`config.mk`:
```
export PLATFORM = sky130hd
export DESIGN_NAME = led_effect_pattern_generator
export DESIGN_NICKNAME = d
export VERILOG_FILES = /design/src/rtl/lepg_pkg.sv /design/src/rtl/lepg_hsv_unit.sv /design/src/rtl/led_effect_pattern_generator.sv
export SDC_FILE = /design/constraint.sdc
export NUM_CORES = 1
export LEC_CHECK = 0
export BUFFER_PORTS_ARGS = -buffer_cell sky130_fd_sc_hd__buf_2
export CORE_AREA = 2 2 233 235
export DETAILED_ROUTE_END_ITERATION = 12
export DIE_AREA = 0 0 235 237
export PLACE_DENSITY = 0.63
export SYNTH_ARGS = -nofsm -noshare
export SYNTH_HDL_FRONTEND = slang
export SYNTH_HIERARCHICAL = 1
export SYNTH_SLANG_ARGS = --single-unit
```
`constraint.sdc`:
```
create_clock -name clk_i -period 18.95 [get_ports clk_i]
set_input_delay 2.8425 -clock clk_i [delete_from_list [all_inputs] [get_ports clk_i]]
set_output_delay 2.8425 -clock clk_i [all_outputs]
set_load 0.02 [all_outputs]
```
`src/rtl/lepg_pkg.sv`:
```
// ----------------------------------------------------------------------------
// LED effect pattern generator package
// Shared types, register indexes and constants for the pattern generator.
// ----------------------------------------------------------------------------
package lepg_pkg;

  // Effect modes as they appear in the mode register and on mode_now.
  typedef enum logic [1:0] {
    MODE_SINGLE = 2'd0,
    MODE_LINE   = 2'd1,
    MODE_BLEND  = 2'd2
  } mode_e;

  // Configuration register indexes.
  localparam logic [1:0] CFG_SETPOINT   = 2'd0;
  localparam logic [1:0] CFG_SATURATION = 2'd1;
  localparam logic [1:0] CFG_BRIGHTNESS = 2'd2;

  localparam int unsigned CfgDataWidth = 24;

  // Register reset values.
  localparam logic [23:0] SETPOINT_RST   = 24'h0000FF;
  localparam logic [7:0]  SATURATION_RST = 8'd204;
  localparam logic [7:0]  BRIGHTNESS_RST = 8'd204;

  // Fixed colors of the rotating line, GRB order.
  localparam logic [23:0] COL_PINK  = 24'h14FF93;
  localparam logic [23:0] COL_GREEN = 24'hFF0000;
  localparam logic [23:0] COL_BLUE  = 24'h0000FF;

  // The hue is kept as a 60 degree sector and the remainder inside it.
  localparam logic [5:0] HUE_SECTOR  = 6'd60;
  localparam logic [5:0] REM_LAST    = 6'd59;
  localparam logic [2:0] SECTOR_LAST = 3'd5;

  // Full scale of the shared conversion formula: 255 * 60.
  localparam logic [13:0] FULL_SCALE = 14'd15300;

  // Reciprocal of FULL_SCALE: ceil(2^36 / 15300). Exact for every numerator
  // below 255 * 15300.
  localparam logic [22:0] RECIP_FULL  = 23'd4491470;
  localparam int unsigned RecipShift  = 36;

  // Input item of one frame tick.
  typedef struct packed {
    logic req_single;
    logic req_line;
    logic req_blend;
  } in_t;

  // Result item of one frame tick.
  typedef struct packed {
    logic [23:0] color_first;
    logic [23:0] color_second;
    logic [23:0] color_third;
    logic [1:0]  mode_now;
  } out_t;

  // Start of one hue conversion.
  typedef struct packed {
    logic       start;
    logic [2:0] sector;
    logic [5:0] rem;
  } hsv_req_t;

  // Completion of one hue conversion.
  typedef struct packed {
    logic        done;
    logic [23:0] word;
  } hsv_rsp_t;

endpackage

```
`src/rtl/lepg_hsv_unit.sv`:
```
// ----------------------------------------------------------------------------
// HSV conversion unit
// Converts one hue sector and remainder with the saturation and brightness
// registers to a GRB word, using one shared multiplier under a sequencer.
// ----------------------------------------------------------------------------
module lepg_hsv_unit import lepg_pkg::*; (
  input  logic       clk_i,
  input  logic       rst_ni,
  input  hsv_req_t   req_i,
  input  logic [7:0] sat_i,
  input  logic [7:0] bri_i,
  output hsv_rsp_t   rsp_o
);

  // Channel being computed: p, q or t.
  localparam logic [1:0] CH_P = 2'd0;
  localparam logic [1:0] CH_Q = 2'd1;
  localparam logic [1:0] CH_T = 2'd2;

  typedef enum logic [5:0] {
    HS_IDLE = 6'b000001,
    HS_SK   = 6'b000010,
    HS_VF   = 6'b000100,
    HS_RC   = 6'b001000,
    HS_WB   = 6'b010000,
    HS_DONE = 6'b100000
  } hsv_state_e;

  hsv_state_e  state_q, state_d;
  logic [1:0]  ch_q, ch_d;
  logic [2:0]  sec_q;
  logic [5:0]  rem_q;
  logic [44:0] prod_q;
  logic [7:0]  chan_q [3];

  logic [5:0]  k_sel;
  logic [21:0] mul_a;
  logic [22:0] mul_b;
  logic [44:0] prod_d;
  logic [7:0]  r_ch, g_ch, b_ch;

  // Each channel is floor(V * (15300 - S * k) / 15300); k = 60 gives p.
  always_comb begin
    case (ch_q)
      CH_P:    k_sel = HUE_SECTOR;
      CH_Q:    k_sel = rem_q;
      default: k_sel = HUE_SECTOR - rem_q;
    endcase
  end

  // Operand selection of the shared multiplier for each step.
  always_comb begin
    mul_a = '0;
    mul_b = '0;
    unique case (state_q)
      HS_SK: begin
        mul_a = 22'(sat_i);
        mul_b = 23'(k_sel);
      end
      HS_VF: begin
        mul_a = 22'(bri_i);
        mul_b = 23'(FULL_SCALE - prod_q[13:0]);
      end
      HS_RC: begin
        mul_a = prod_q[21:0];
        mul_b = RECIP_FULL;
      end
      default: ;
    endcase
  end

  assign prod_d = {23'b0, mul_a} * {22'b0, mul_b};

  // Product register after the multiplier.
  always_ff @(posedge clk_i) begin
    prod_q <= prod_d;
  end

  // Sequencer: three multiplies and a write back per channel.
  always_comb begin
    state_d = state_q;
    ch_d    = ch_q;
    unique case (state_q)
      HS_IDLE: begin
        if (req_i.start) begin
          state_d = HS_SK;
          ch_d    = CH_P;
        end
      end
      HS_SK: state_d = HS_VF;
      HS_VF: state_d = HS_RC;
      HS_RC: state_d = HS_WB;
      HS_WB: begin
        if (ch_q == CH_T) begin
          state_d = HS_DONE;
        end else begin
          state_d = HS_SK;
          ch_d    = ch_q + 2'd1;
        end
      end
      HS_DONE: state_d = HS_IDLE;
      default: state_d = HS_IDLE;
    endcase
  end

  always_ff @(posedge clk_i or negedge rst_ni) begin
    if (!rst_ni) begin
      state_q <= HS_IDLE;
      ch_q    <= CH_P;
    end else begin
      state_q <= state_d;
      ch_q    <= ch_d;
    end
  end

  // Captured hue and the finished channel values.
  always_ff @(posedge clk_i) begin
    if (state_q == HS_IDLE && req_i.start) begin
      sec_q <= req_i.sector;
      rem_q <= req_i.rem;
    end
    if (state_q == HS_WB) begin
      chan_q[ch_q] <= prod_q[RecipShift+7:RecipShift];
    end
  end

  // Sector table; sectors beyond the last use the last rule.
  always_comb begin
    case (sec_q)
      3'd0: begin r_ch = bri_i;     g_ch = chan_q[2]; b_ch = chan_q[0]; end
      3'd1: begin r_ch = chan_q[1]; g_ch = bri_i;     b_ch = chan_q[0]; end
      3'd2: begin r_ch = chan_q[0]; g_ch = bri_i;     b_ch = chan_q[2]; end
      3'd3: begin r_ch = chan_q[0]; g_ch = chan_q[1]; b_ch = bri_i;     end
      3'd4: begin r_ch = chan_q[2]; g_ch = chan_q[0]; b_ch = bri_i;     end
      default: begin r_ch = bri_i;  g_ch = chan_q[0]; b_ch = chan_q[1]; end
    endcase
  end

  assign rsp_o.done = (state_q == HS_DONE);
  assign rsp_o.word = {g_ch, r_ch, b_ch};

endmodule

```
`src/rtl/led_effect_pattern_generator.sv`:
```
// ----------------------------------------------------------------------------
// LED effect pattern generator
// Produces the three repeating GRB words of an LED strip for each frame tick.
// ----------------------------------------------------------------------------
// Each transfer on the input channel is one frame tick with mode requests; it
// gives one result with the three GRB words and the mode after the tick.
// Single color and rotating line ticks are computed in the cycle of the
// transfer, and their result is valid from the next cycle, so such ticks can
// follow one per cycle while the output drains. A hue blend tick runs the HSV
// conversion on one shared multiplier: for each of the three channels it does
// three multiplies and a write back, and a done state completes it. The input
// is not ready during the conversion, so no tick is taken until it ends. The
// input is ready again once the block is idle and the output register is
// empty or being drained.
module led_effect_pattern_generator import lepg_pkg::*; (
  input  logic                    clk_i,
  input  logic                    rst_ni,
  input  logic                    in_valid_i,
  output logic                    in_ready_o,
  input  in_t                     in_data_i,
  output logic                    out_valid_o,
  input  logic                    out_ready_i,
  output out_t                    out_data_o,
  input  logic                    cfg_we_i,
  input  logic [1:0]              cfg_index_i,
  input  logic [CfgDataWidth-1:0] cfg_wdata_i
);

  typedef enum logic [1:0] {
    ST_IDLE = 2'b01,
    ST_CONV = 2'b10
  } state_e;

  state_e      state_q, state_d;
  mode_e       mode_q, mode_d;
  logic [2:0]  pending_q, pending_d;
  logic [1:0]  phase_q, phase_d;
  logic [2:0]  sector_q, sector_d;
  logic [5:0]  rem_q, rem_d;
  logic [23:0] setpoint_q;
  logic [7:0]  sat_q, bri_q;
  logic        out_valid_q;
  out_t        out_data_q;

  logic        in_fire;
  logic [2:0]  pend;
  logic [23:0] c0, c1, c2;
  hsv_req_t    hsv_req;
  hsv_rsp_t    hsv_rsp;

  // Configuration registers.
  always_ff @(posedge clk_i or negedge rst_ni) begin
    if (!rst_ni) begin
      setpoint_q <= SETPOINT_RST;
      sat_q      <= SATURATION_RST;
      bri_q      <= BRIGHTNESS_RST;
    end else if (cfg_we_i) begin
      unique case (cfg_index_i)
        CFG_SETPOINT:   setpoint_q <= cfg_wdata_i;
        CFG_SATURATION: sat_q      <= cfg_wdata_i[7:0];
        CFG_BRIGHTNESS: bri_q      <= cfg_wdata_i[7:0];
        default: ;
      endcase
    end
  end

  assign in_ready_o = (state_q == ST_IDLE) && (!out_valid_q || out_ready_i);
  assign in_fire    = in_valid_i && in_ready_o;

  // New requests join the pending set before the mode decision.
  assign pend = pending_q | {in_data_i.req_blend, in_data_i.req_line,
                             in_data_i.req_single};

  // Colors of the current mode, mode decision and state stepping.
  always_comb begin
    mode_d    = mode_q;
    pending_d = pending_q;
    phase_d   = phase_q;
    sector_d  = sector_q;
    rem_d     = rem_q;
    c0        = setpoint_q;
    c1        = setpoint_q;
    c2        = setpoint_q;
    if (in_fire) begin
      pending_d = pend;
      case (mode_q)
        MODE_LINE: begin
          case (phase_q)
            2'd1: begin c0 = COL_BLUE;  c1 = COL_PINK;  c2 = COL_GREEN; end
            2'd2: begin c0 = COL_GREEN; c1 = COL_BLUE;  c2 = COL_PINK;  end
            default: begin c0 = COL_PINK; c1 = COL_GREEN; c2 = COL_BLUE; end
          endcase
          case (phase_q)
            2'd0:    phase_d = 2'd1;
            2'd1:    phase_d = 2'd2;
            default: phase_d = 2'd0;
          endcase
          if (pend[0]) begin
            pending_d = pend & 3'b100;
            mode_d    = MODE_SINGLE;
          end else if (pend[2]) begin
            pending_d = pend & 3'b001;
            mode_d    = MODE_BLEND;
          end
        end
        MODE_BLEND: begin
          // Hue steps by one and wraps from 359 to 0.
          if (rem_q >= REM_LAST) begin
            rem_d    = '0;
            sector_d = (sector_q >= SECTOR_LAST) ? 3'd0 : sector_q + 3'd1;
          end else begin
            rem_d = rem_q + 6'd1;
          end
          if (pend[0]) begin
            pending_d = pend & 3'b010;
            mode_d    = MODE_SINGLE;
          end else if (pend[1]) begin
            pending_d = pend & 3'b001;
            mode_d    = MODE_LINE;
          end
        end
        default: begin
          // Single color; the unused code behaves the same.
          if (pend[1]) begin
            pending_d = pend & 3'b100;
            mode_d    = MODE_LINE;
          end else if (pend[2]) begin
            pending_d = pend & 3'b010;
            mode_d    = MODE_BLEND;
          end else begin
            mode_d = MODE_SINGLE;
          end
        end
      endcase
    end
  end

  // Blend ticks hand the current hue to the conversion unit.
  assign hsv_req.start  = in_fire && (mode_q == MODE_BLEND);
  assign hsv_req.sector = sector_q;
  assign hsv_req.rem    = rem_q;

  lepg_hsv_unit u_hsv (
    .clk_i  (clk_i),
    .rst_ni (rst_ni),
    .req_i  (hsv_req),
    .sat_i  (sat_q),
    .bri_i  (bri_q),
    .rsp_o  (hsv_rsp)
  );

  // Control sequencer.
  always_comb begin
    state_d = state_q;
    unique case (state_q)
      ST_IDLE: if (hsv_req.start) state_d = ST_CONV;
      ST_CONV: if (hsv_rsp.done)  state_d = ST_IDLE;
      default: state_d = ST_IDLE;
    endcase
  end

  always_ff @(posedge clk_i or negedge rst_ni) begin
    if (!rst_ni) begin
      state_q   <= ST_IDLE;
      mode_q    <= MODE_SINGLE;
      pending_q <= '0;
      phase_q   <= '0;
      sector_q  <= '0;
      rem_q     <= '0;
    end else begin
      state_q   <= state_d;
      mode_q    <= mode_d;
      pending_q <= pending_d;
      phase_q   <= phase_d;
      sector_q  <= sector_d;
      rem_q     <= rem_d;
    end
  end

  // Output register: loaded at the transfer (valid at once except for blend ticks), or when the conversion ends.
  always_ff @(posedge clk_i or negedge rst_ni) begin
    if (!rst_ni) begin
      out_valid_q <= 1'b0;
    end else if ((in_fire && mode_q != MODE_BLEND) || hsv_rsp.done) begin
      out_valid_q <= 1'b1;
    end else if (out_ready_i) begin
      out_valid_q <= 1'b0;
    end
  end

  always_ff @(posedge clk_i) begin
    if (in_fire) begin
      out_data_q.mode_now     <= mode_d;
      out_data_q.color_first  <= c0;
      out_data_q.color_second <= c1;
      out_data_q.color_third  <= c2;
    end else if (hsv_rsp.done) begin
      out_data_q.color_first  <= hsv_rsp.word;
      out_data_q.color_second <= hsv_rsp.word;
      out_data_q.color_third  <= hsv_rsp.word;
    end
  end

  assign out_valid_o = out_valid_q;
  assign out_data_o  = out_data_q;

  // A conversion in flight blocks new ticks.
  a_busy_not_ready: assert property (@(posedge clk_i) disable iff (!rst_ni)
    state_q == ST_CONV |-> !in_ready_o)
    else $error("input ready during a hue conversion");

  // The conversion only completes while the block waits for it.
  a_done_in_conv: assert property (@(posedge clk_i) disable iff (!rst_ni)
    hsv_rsp.done |-> state_q == ST_CONV)
    else $error("conversion finished while idle");

  // A blend tick leaves the output empty until its conversion completes.
  a_blend_no_early_out: assert property (@(posedge clk_i) disable iff (!rst_ni)
    hsv_req.start |=> !out_valid_q)
    else $error("result shown before the blend conversion finished");

  // The hue stays within 0..359.
  a_hue_range: assert property (@(posedge clk_i) disable iff (!rst_ni)
    rem_q <= REM_LAST && sector_q <= SECTOR_LAST)
    else $error("hue out of range");

endmodule
```
==> flow_metrics.py, run 1 <==
metrics = {
    "clock_tree": {
        "clkTransAtPathRegs_ps": 70,
        "max-clock-path-buffers": 3,
        "h-tree-depth": 1,
        "cts-hold-fix-buffers": 0,
        "clk_latency_ps": 550,
        "cts_buffers": 24,
        "clockRootBuffer": "clkbuf_16",
        "postCtsSetupRepairBufs": 0,
        "cts_resized": 0,
        "clkSinkCount": 204,
        "clock_tree_from_tritoncts": "done",
    },
    "yosys": {
        "synth.yosys.warnings": 6,
        "synth_area_leaders": "fa_1 (34%), edfxtp_1 (14%), ha_1 (9.2%)",
        "postSynthRegisterBits": 204,
        "synth.cell_area_mm2": 0.0232,
        "ranking_of_synthesized_cells_by_instance_count": "inv_1 (552), fa_1 (395), nand2_1 (191)",
        "synth_most_common_cell": "inv_1",
        "seq_area_frac_synth_pct": 23.8,
        "synth_area_leader_cell": "fa_1",
        "share_of_the_synthesized_area_in_the_top_cell_type_pct": 34.1,
        "synthesis.instances": 2242,
        "ys.flop_type": "edfxtp_1",
        "post_synth_edffs": 107,
        "yosysUniqueCellTypes": 82,
        "syn_avg_cell_area_um2": 10.3,
        "ys_async_sr_fraction_pct": 32.8,
    },
    "timing": {
        "unrepaired_setup_endpoints_after_global_routing": "false",
        "max_freq_mhz": 113,
        "worst-slew-pin-transition_ps": 1130,
        "fin_crit_ps": 8830,
        "min_period_over_period_pct": 46.6,
        "finalSetupViolCount": 0,
        "final_hold_viol_count": 0,
        "slew_viol_final": 0,
        "final.setup_skew_ps": 27.2,
        "max_slew_margin_pct": 24.7,
        "finalHoldWorstSlack_ps": 443,
        "fin_tns_setup_ps": 0,
    },
    "critical_path": {
        "critical_path.max_stage_delay_ps": 610,
        "arrival_ps": 9260,
        "crit_slowest_cell": "inv_1",
        "start_kind": "register",
        "critical_path_required_ps": 19380,
        "end_kind": "register",
        "criticalPathCategory": "register to register",
        "path_max_fanout": 20,
        "path_common_cell": "fa_1",
    },
    "detailed_routing": {
        "drt-wirelength-per-cell_um": 17.8,
        "postRouteWirelength_um": 57000,
        "ant_nets": 0,
        "routed_via_density": 5.00,
        "route.detailed.drc": 0,
        "routed-via-count": 16021,
        "count_of_routing_violations_after_the_opening_detailed_route_iteration": 985,
        "drt_pre_antenna_iters": 5,
    },
    "outcome": {
        "outcome": "finished, final reports clean",
    },
    "min_path": {
        "holdCritPathClass": "register to register",
    },
    "global_routing": {
        "largest_net_degree_at_the_start_of_global_routing": 77,
        "groute.usage.overall_pct": 21.1,
        "grt_pass1_vias": 17305,
        "overflow": 0,
        "antenna_found_initial": 2,
        "first_pass_grt_wire_length_um": 92800,
    },
    "place": {
        "detailed_placement_wirelength_estimate_um": 46400,
        "numPortBuffers": 109,
        "gp_congestion": 0.979,
    },
    "final_layout": {
        "finish.net_count": 3088,
        "syn2layout_area_growth_pct": 11.7,
        "fraction_of_final_layout_cells_with_drive_strength_greater_than_1_pct": 9.73,
    },
    "floorplan": {
        "io_pins": 110,
        "initial_utilization_pct": 43.5,
        "area_enclosed_by_the_die_boundary_mm2": 0.0557,
        "die_y_um": 237,
        "floorplan.rows": 85,
        "fp.coreArea_mm2": 0.0533,
        "die_w_um": 235,
    },
    "power": {
        "design_power_total_mw": 2.61,
        "maximum_vdd_drop_uv": 122,
        "power_per_cell_area_mw_per_mm2": 101,
        "p_leak_nw": 12.7,
    },
    "flow_run": {
        "cap_violations": 0,
    },
}
-- routing by layer --
layer	GRT usage (%)	up-vias	part of all wire, %
li1	-	7402	-
met1	28.5	8146	44
met2	36.3	403	49
met3	2.30	68	5.0
met4	5.75	2	2.5
met5	0	-	0.023
-- sequential cells by signal (all words and copies together), names as in the netlist, 6 cells and up --
| name | flops |
|---|---|
| sat_q | 8 |
| setpoint_q | 24 |
| rem_q | 6 |
| u_hsv/state_q | 6 |
| out_data_o | 74 |
| bri_q | 8 |
| u_hsv/chan_q | 24 |
| u_hsv/rem_q | 6 |
| u_hsv/prod_q | 30 |
-- cell usage in the layout, fill, tap and decap left out, drive strengths merged, types with 10 or more instances in the layout --
cell type,n
edfxtp,107
conb,168
inv,555
mux2,42
nor2b,32
a21oi,58
xnor2,34
nor2,93
o22ai,25
xor2,10
a21o,17
dfstp,18
o31ai,13
nor3,13
a22oi,11
a211oi,19
o21ai,68
dfrtp,49
clkinv,13
clkbuf,26
fa,395
ha,170
nand2,194
dfxtp,30
o22a,59
buf,118
and2,48
nand3,13
-- layout make-up --
type                            instances  area [um^2]
Antenna cell                            2         5.00
Clock buffer                           26          628
Clock inverter                         18          250
Multi-Input combinational cell       1585        15900
Inverter                              556         2100
Sequential cell                       204         5510
Tap cell                              696          871
Timing Repair Buffer                  118          613
Fill cell                            4940        27400
-- per-stage QoR --
| stage | worst slack, ps | instances | instance area (um^2) | util [%] |
|---|---|---|---|---|
| floorplan | 11470 | 2408 | 23800 | - |
| global placement | 10410 | 3159 | 25000 | 46.9 |
| detailed placement | 10250 | 3159 | 25000 | 46.9 |
| CTS | 10210 | 3203 | 25900 | 48.6 |
| global route | 9650 | 3203 | 25900 | 48.6 |
| finish | 10120 | 3205 | 25900 | 48.6 |
-- critical path, delay by kind of cell, from the launching register on --
kind	cells	cell delay, ps
adders and majority gates	8	3790
and+or+nand+nor	6	1850
AOI/OAI and AO/OA	6	1660
buffers and inverters	6	880
DFF	1	430
xor gates and xnor gates	1	140
-- kinds of logic (layout without fill, tap and decap cells) --
kind of cell / after synthesis / in the layout / synth area share, %
AND/OR/NAND/NOR: 439 / 439 / 9.04
buffers and inverters: 619 / 718 / 10.3
adder cells (fa/ha/maj): 565 / 565 / 43.3
multiplexers: 51 / 51 / 2.43
flip-flops: 204 / 204 / 23.8
XOR/XNOR: 44 / 44 / 1.66
other: 2 / 170 / 0.0324
AO/OA/AOI/OAI: 318 / 318 / 9.47
-- where the power goes --
part | internal (mW) | leakage, nW | switching (mW)
clock | 0.311 | 0.427 | 0.203
combinational | 0.675 | 10.3 | 0.855
sequential | 0.521 | 2.01 | 0.0455
total | 1.51 | 12.7 | 1.10
-- final timing paths --
path / startpoint / endpoint / slack, ps / cells past startpoint
max: u_hsv/state_q[1]$_DFFE_PN0P_ / u_hsv/prod_q[42]$_DFF_P_ / 10120 / 27
min: u_hsv/prod_q[39]$_DFF_P_ / u_hsv/chan_q[1][3]$_DFFE_PP_ / 440 / 0
max reg2reg: u_hsv/state_q[1]$_DFFE_PN0P_ / u_hsv/prod_q[42]$_DFF_P_ / 10120 / 27
min reg2reg: u_hsv/prod_q[39]$_DFF_P_ / u_hsv/chan_q[1][3]$_DFFE_PP_ / 440 / 0
max in group asynchronous: rst_ni / u_hsv/state_q[3]$_DFFE_PN0P_ / 15840 / 2
min in group asynchronous: rst_ni / rem_q[0]$_DFFE_PN0P_ / 2510 / 2
Note: power is estimated with default switching activity, not from simulation.
==> run 2: changes to the inputs <==
Clock period 18.95 ns to 8.81 ns, I/O delays scaled along.
==> flow_metrics.py, run 2 (synthesis results as in run 1) <==
metrics = {
    "critical_path": {
        "crit_slowest_cell": "fa_1",
        "reg2reg_to": "u_hsv/prod_q[41]$_DFF_P_",
        "critical_path.max_stage_delay_ps": 560,
        "critical_path_required_ps": 9210,
        "criticalPathCategory": "register to register",
        "ff2ff_path_depth": 31,
        "critical_path.reg2reg.startpoint": "u_hsv/prod_q[0]$_DFF_P_",
        "reg2reg_setup_slack_ps": 570,
        "cp.buffers_inverters": 7,
        "arrival_ps": 8650,
        "crit_family": "adder cells",
        "path_max_fanout": 4,
        "start_kind": "register",
        "end_kind": "register",
    },
    "timing": {
        "max_slew_margin_pct": 29.9,
        "min_period_over_period_pct": 93.5,
        "final_hold_viol_count": 0,
        "slew_viol_final": 0,
        "worst-slew-pin-transition_ps": 1050,
        "unrepaired_setup_endpoints_after_global_routing": "false",
        "final.setup_skew_ps": 29.1,
        "fin_tns_setup_ps": 0,
        "finalWorstSetupSlack_ps": 569,
        "fin_crit_ps": 8240,
        "max_freq_mhz": 121,
        "finalSetupViolCount": 0,
    },
    "flow_run": {
        "cap_violations": 0,
    },
    "floorplan": {
        "initial_utilization_pct": 43.5,
        "floorplan.rows": 85,
        "fp.coreArea_mm2": 0.0533,
        "io_pins": 110,
        "die_w_um": 235,
        "die_y_um": 237,
        "area_enclosed_by_the_die_boundary_mm2": 0.0557,
    },
    "power": {
        "p_leak_nw": 12.7,
        "power.share.switching_pct": 42.5,
        "clock_power_share_pct": 18.1,
        "share_comb_of_total_power_pct": 59.7,
        "power_per_cell_area_mw_per_mm2": 212,
        "switchingPower_mw": 2.34,
        "seq_power_share_pct": 22.2,
        "maximum_vdd_drop_uv": 310,
        "p_int_mw": 3.16,
    },
    "outcome": {
        "outcome": "finished, final reports clean",
    },
    "clock_tree": {
        "cts_buffers": 25,
        "clkTransAtPathRegs_ps": 60,
        "cts_resized": 0,
        "clkSinkCount": 204,
        "cts-hold-fix-buffers": 0,
        "postCtsSetupRepairBufs": 0,
        "clockRootBuffer": "clkbuf_16",
        "clock_tree_from_tritoncts": "done",
        "h-tree-depth": 1,
        "clk_latency_ps": 540,
        "max-clock-path-buffers": 3,
    },
    "detailed_routing": {
        "drt-wirelength-per-cell_um": 18.0,
        "route.detailed.drc": 0,
        "count_of_routing_violations_after_the_opening_detailed_route_iteration": 747,
        "postRouteWirelength_um": 57800,
        "routed-via-count": 16169,
        "ant_nets": 0,
        "drt_pre_antenna_iters": 5,
        "routed_via_density": 5.02,
    },
    "min_path": {
        "holdCritStartpoint": "u_hsv/prod_q[36]$_DFF_P_",
        "holdCritPathClass": "register to register",
        "number_of_stages_on_the_worst_hold_path": 0,
        "min_to": "u_hsv/chan_q[1][0]$_DFFE_PP_",
    },
    "final_layout": {
        "layout_common_cells": "inv_1 (552), fa_1 (395), nand2_1 (191)",
        "largest_register_ffs": 74,
        "multiInputGateArea_mm2": 0.0159,
        "finish.net_count": 3103,
        "final_cell_area_mm2": 0.0259,
        "fraction_of_final_layout_cells_with_drive_strength_greater_than_1_pct": 9.99,
        "syn2layout_area_growth_pct": 11.8,
        "nFillCells": 4931,
        "regArea_mm2": 0.00551,
        "final-instance-count-excl-fill": 3220,
        "final_core_util_pct": 48.6,
        "mostFrequentLayoutCell": "inv_1",
    },
    "global_routing": {
        "grt_pass1_vias": 17538,
        "overflow": 0,
        "groute.usage.overall_pct": 21.3,
        "antenna_found_initial": 1,
        "largest_net_degree_at_the_start_of_global_routing": 77,
        "first_pass_grt_wire_length_um": 94000,
    },
    "place": {
        "detailed_placement_wirelength_estimate_um": 46800,
        "dpl_cell_area_mm2": 0.0251,
        "numPortBuffers": 109,
        "dp_slack_ps": 521,
        "placed_cells": 3173,
        "gp_congestion": 0.908,
    },
}
-- run 2: cell types whose count changed in the layout (fill, tap and decap cells not counted) --
cell,change
clkbuf_8,+2
clkbuf_1,+11
bufinv_16,-4
clkinv_8,-1
nor3_1,-1
clkinv_4,-3
diode_2,-1
clkinv_2,-2
buf_4,+14
clkinv_1,-2
nor3_2,+1
clkbuf_16,+1
-- run 2: worst max-delay path by stage --
stage                                  from                  endpoint  slack (ps)  cells after the start
floorplan           u_hsv/prod_q[0]$_DFF_P_  u_hsv/prod_q[41]$_DFF_P_        1330                     32
global placement    u_hsv/prod_q[0]$_DFF_P_  u_hsv/prod_q[41]$_DFF_P_         660                     30
detailed placement  u_hsv/prod_q[0]$_DFF_P_  u_hsv/prod_q[41]$_DFF_P_         520                     30
CTS                 u_hsv/prod_q[0]$_DFF_P_  u_hsv/prod_q[41]$_DFF_P_         460                     30
global route        u_hsv/prod_q[0]$_DFF_P_  u_hsv/prod_q[41]$_DFF_P_           4                     30
finish              u_hsv/prod_q[0]$_DFF_P_  u_hsv/prod_q[41]$_DFF_P_         570                     31
-- run 2: power by group through the flow --
stage               logic, mW  clock network, mW  registers (mW)
finish                   3.28              0.997            1.22
global route             3.79               1.06            1.23
CTS                      3.29               1.02            1.22
detailed placement       3.25                  0            1.24
global placement         3.22                  0            1.24
floorplan                2.54                  0            1.18
-- run 2: final cells by class --
type                            count  share of cell area [%]
Multi-Input combinational cell   1585                    61.4
Sequential cell                   204                    21.3
Inverter                          556                    8.11
Tap cell                          696                    3.36
Clock buffer                       40                    2.79
Timing Repair Buffer              132                    2.77
Clock inverter                      6                   0.270
Antenna cell                        1                 0.00966
-- run 2: through the flow --
| step | hold WS (ps) | power (mW) |
|---|---|---|
| after floorplan | 420 | 3.72 |
| after global routing | 477 | 6.07 |
| after CTS | 439 | 5.53 |
| final | 449 | 5.50 |
| after global placement | 442 | 4.46 |
| after detailed placement | 453 | 4.49 |
-- run 2: routing by layer --
| metal | vias to the layer above | wire length (um) | global-route usage, % |
|---|---|---|---|
| li1 | 7434 | - | - |
| met1 | 8261 | 24900 | 28.1 |
| met2 | 394 | 28700 | 37.3 |
| met3 | 80 | 2940 | 2.80 |
| met4 | 0 | 1310 | 5.24 |
| met5 | - | 0 | 0 |
==> run 3: changes to the inputs <==
Settings changed: CORE_AREA 2 2 233 235 to 5 5 236 238, DIE_AREA 0 0 235 237 to 0 0 241 243.
==> flow_metrics.py, run 3 (synthesis results as in run 1) <==
metrics = {
    "outcome": {
        "outcome": "finished, final reports clean",
    },
    "detailed_routing": {
        "postRouteWirelength_um": 57500,
        "drt-wirelength-per-cell_um": 17.9,
        "ant_nets": 0,
        "drt_pre_antenna_iters": 5,
        "count_of_routing_violations_after_the_opening_detailed_route_iteration": 838,
        "routed_via_density": 5.01,
        "routed-via-count": 16139,
        "route.detailed.drc": 0,
    },
    "timing": {
        "max_freq_mhz": 121,
        "worst-slew-pin-transition_ps": 977,
        "finalHoldWorstSlack_ps": 485,
        "final_hold_viol_count": 0,
        "min_period_over_period_pct": 93.5,
        "fin_tns_setup_ps": 0,
        "max_slew_margin_pct": 34.8,
        "finalSetupViolCount": 0,
        "slew_viol_final": 0,
        "final.setup_skew_ps": 13.2,
        "fin_crit_ps": 8230,
        "unrepaired_setup_endpoints_after_global_routing": "false",
    },
    "global_routing": {
        "largest_net_degree_at_the_start_of_global_routing": 73,
        "antenna_found_initial": 3,
        "groute.usage.overall_pct": 19.9,
        "first_pass_grt_wire_length_um": 92800,
        "overflow": 0,
        "grt_pass1_vias": 17414,
    },
    "floorplan": {
        "die_y_um": 243,
        "floorplan.rows": 85,
        "area_enclosed_by_the_die_boundary_mm2": 0.0586,
        "io_pins": 110,
        "initial_utilization_pct": 43.4,
        "die_w_um": 241,
        "fp.coreArea_mm2": 0.0534,
    },
    "critical_path": {
        "crit_slowest_cell": "fa_1",
        "end_kind": "register",
        "arrival_ps": 8630,
        "path_max_fanout": 4,
        "reg2reg_setup_slack_ps": 580,
        "start_kind": "register",
        "critical_path.max_stage_delay_ps": 550,
        "critical_path_required_ps": 9210,
        "criticalPathCategory": "register to register",
    },
    "clock_tree": {
        "clockRootBuffer": "clkbuf_16",
        "clkTransAtPathRegs_ps": 60,
        "max-clock-path-buffers": 3,
        "cts_buffers": 25,
        "postCtsSetupRepairBufs": 0,
        "clock_tree_from_tritoncts": "done",
        "cts_resized": 0,
        "clkSinkCount": 204,
        "h-tree-depth": 1,
        "cts-hold-fix-buffers": 0,
        "clk_latency_ps": 540,
    },
    "power": {
        "design_power_total_mw": 5.51,
        "p_leak_nw": 12.7,
        "power_per_cell_area_mw_per_mm2": 213,
        "maximum_vdd_drop_uv": 287,
    },
    "final_layout": {
        "mostFrequentLayoutCell": "inv_1",
        "layout_common_cells": "inv_1 (552), fa_1 (395), nand2_1 (191)",
        "final_cell_area_mm2": 0.0259,
        "largest_register_ffs": 74,
        "fraction_of_final_layout_cells_with_drive_strength_greater_than_1_pct": 10.3,
        "syn2layout_area_growth_pct": 11.9,
        "finish.net_count": 3104,
    },
    "place": {
        "detailed_placement_wirelength_estimate_um": 47400,
        "dpl_cell_area_mm2": 0.0251,
        "numPortBuffers": 109,
        "gp_congestion": 0.918,
    },
    "flow_run": {
        "cap_violations": 0,
    },
    "min_path": {
        "holdCritPathClass": "register to register",
    },
}
[run 3: where the power goes]
part	total, mW	switching (mW)	internal, mW
Sequential	1.22	0.0991	1.12
Clock	1.00	0.412	0.592
Combinational	3.29	1.83	1.46
Total	5.51	2.34	3.17
[run 3: path summary, 6_finish.rpt]
kind | to | cells past startpoint | from
min in group asynchronous | rem_q[4]$_DFFE_PN0P_ | 2 | rst_ni
worst max-delay path | u_hsv/prod_q[41]$_DFF_P_ | 31 | u_hsv/prod_q[0]$_DFF_P_
worst min register to register | u_hsv/chan_q[2][0]$_DFFE_PP_ | 0 | u_hsv/prod_q[36]$_DFF_P_
worst min-delay path | u_hsv/chan_q[2][0]$_DFFE_PP_ | 0 | u_hsv/prod_q[36]$_DFF_P_
max in group asynchronous | sat_q[5]$_DFFE_PN0P_ | 2 | rst_ni
worst max register to register | u_hsv/prod_q[41]$_DFF_P_ | 31 | u_hsv/prod_q[0]$_DFF_P_
[run 3: final cells by class]
class / count / area, um^2
Tap cell: 696 / 871
Antenna cell: 2 / 5.00
Fill cell: 4978 / 27500
Inverter: 556 / 2100
Multi-Input combinational cell: 1585 / 15900
Timing Repair Buffer: 133 / 726
Clock buffer: 29 / 651
Clock inverter: 17 / 153
Sequential cell: 204 / 5510
[run 3: stage by stage]
stage / worst slack, ps / utilization [%] / cells
4_1_cts: 471 / 48.6 / 3220
2_1_floorplan: 1330 / - / 2408
3_3_place_gp: 688 / 47.1 / 3174
5_1_grt: 52.7 / 48.6 / 3220
3_5_place_dp: 542 / 47.1 / 3174
6_report: 576 / 48.6 / 3222
[run 3: routing by layer]
metal  global-route usage, %  part of all wire [%]
met1                    26.5                    42
met4                    5.16                   2.7
met3                    2.52                   5.7
met5                       0                 0.036
met2                    34.6                    50
[run 3: worst max-delay path: cells and delay by family, from the launching register on]
| family | cells | cell delay, ps |
|---|---|---|
| fa+ha+maj | 9 | 4070 |
| compound gates | 6 | 1070 |
| buf+inv | 7 | 470 |
| flops | 1 | 380 |
| mux | 1 | 170 |
| simple gates | 8 | 1940 |
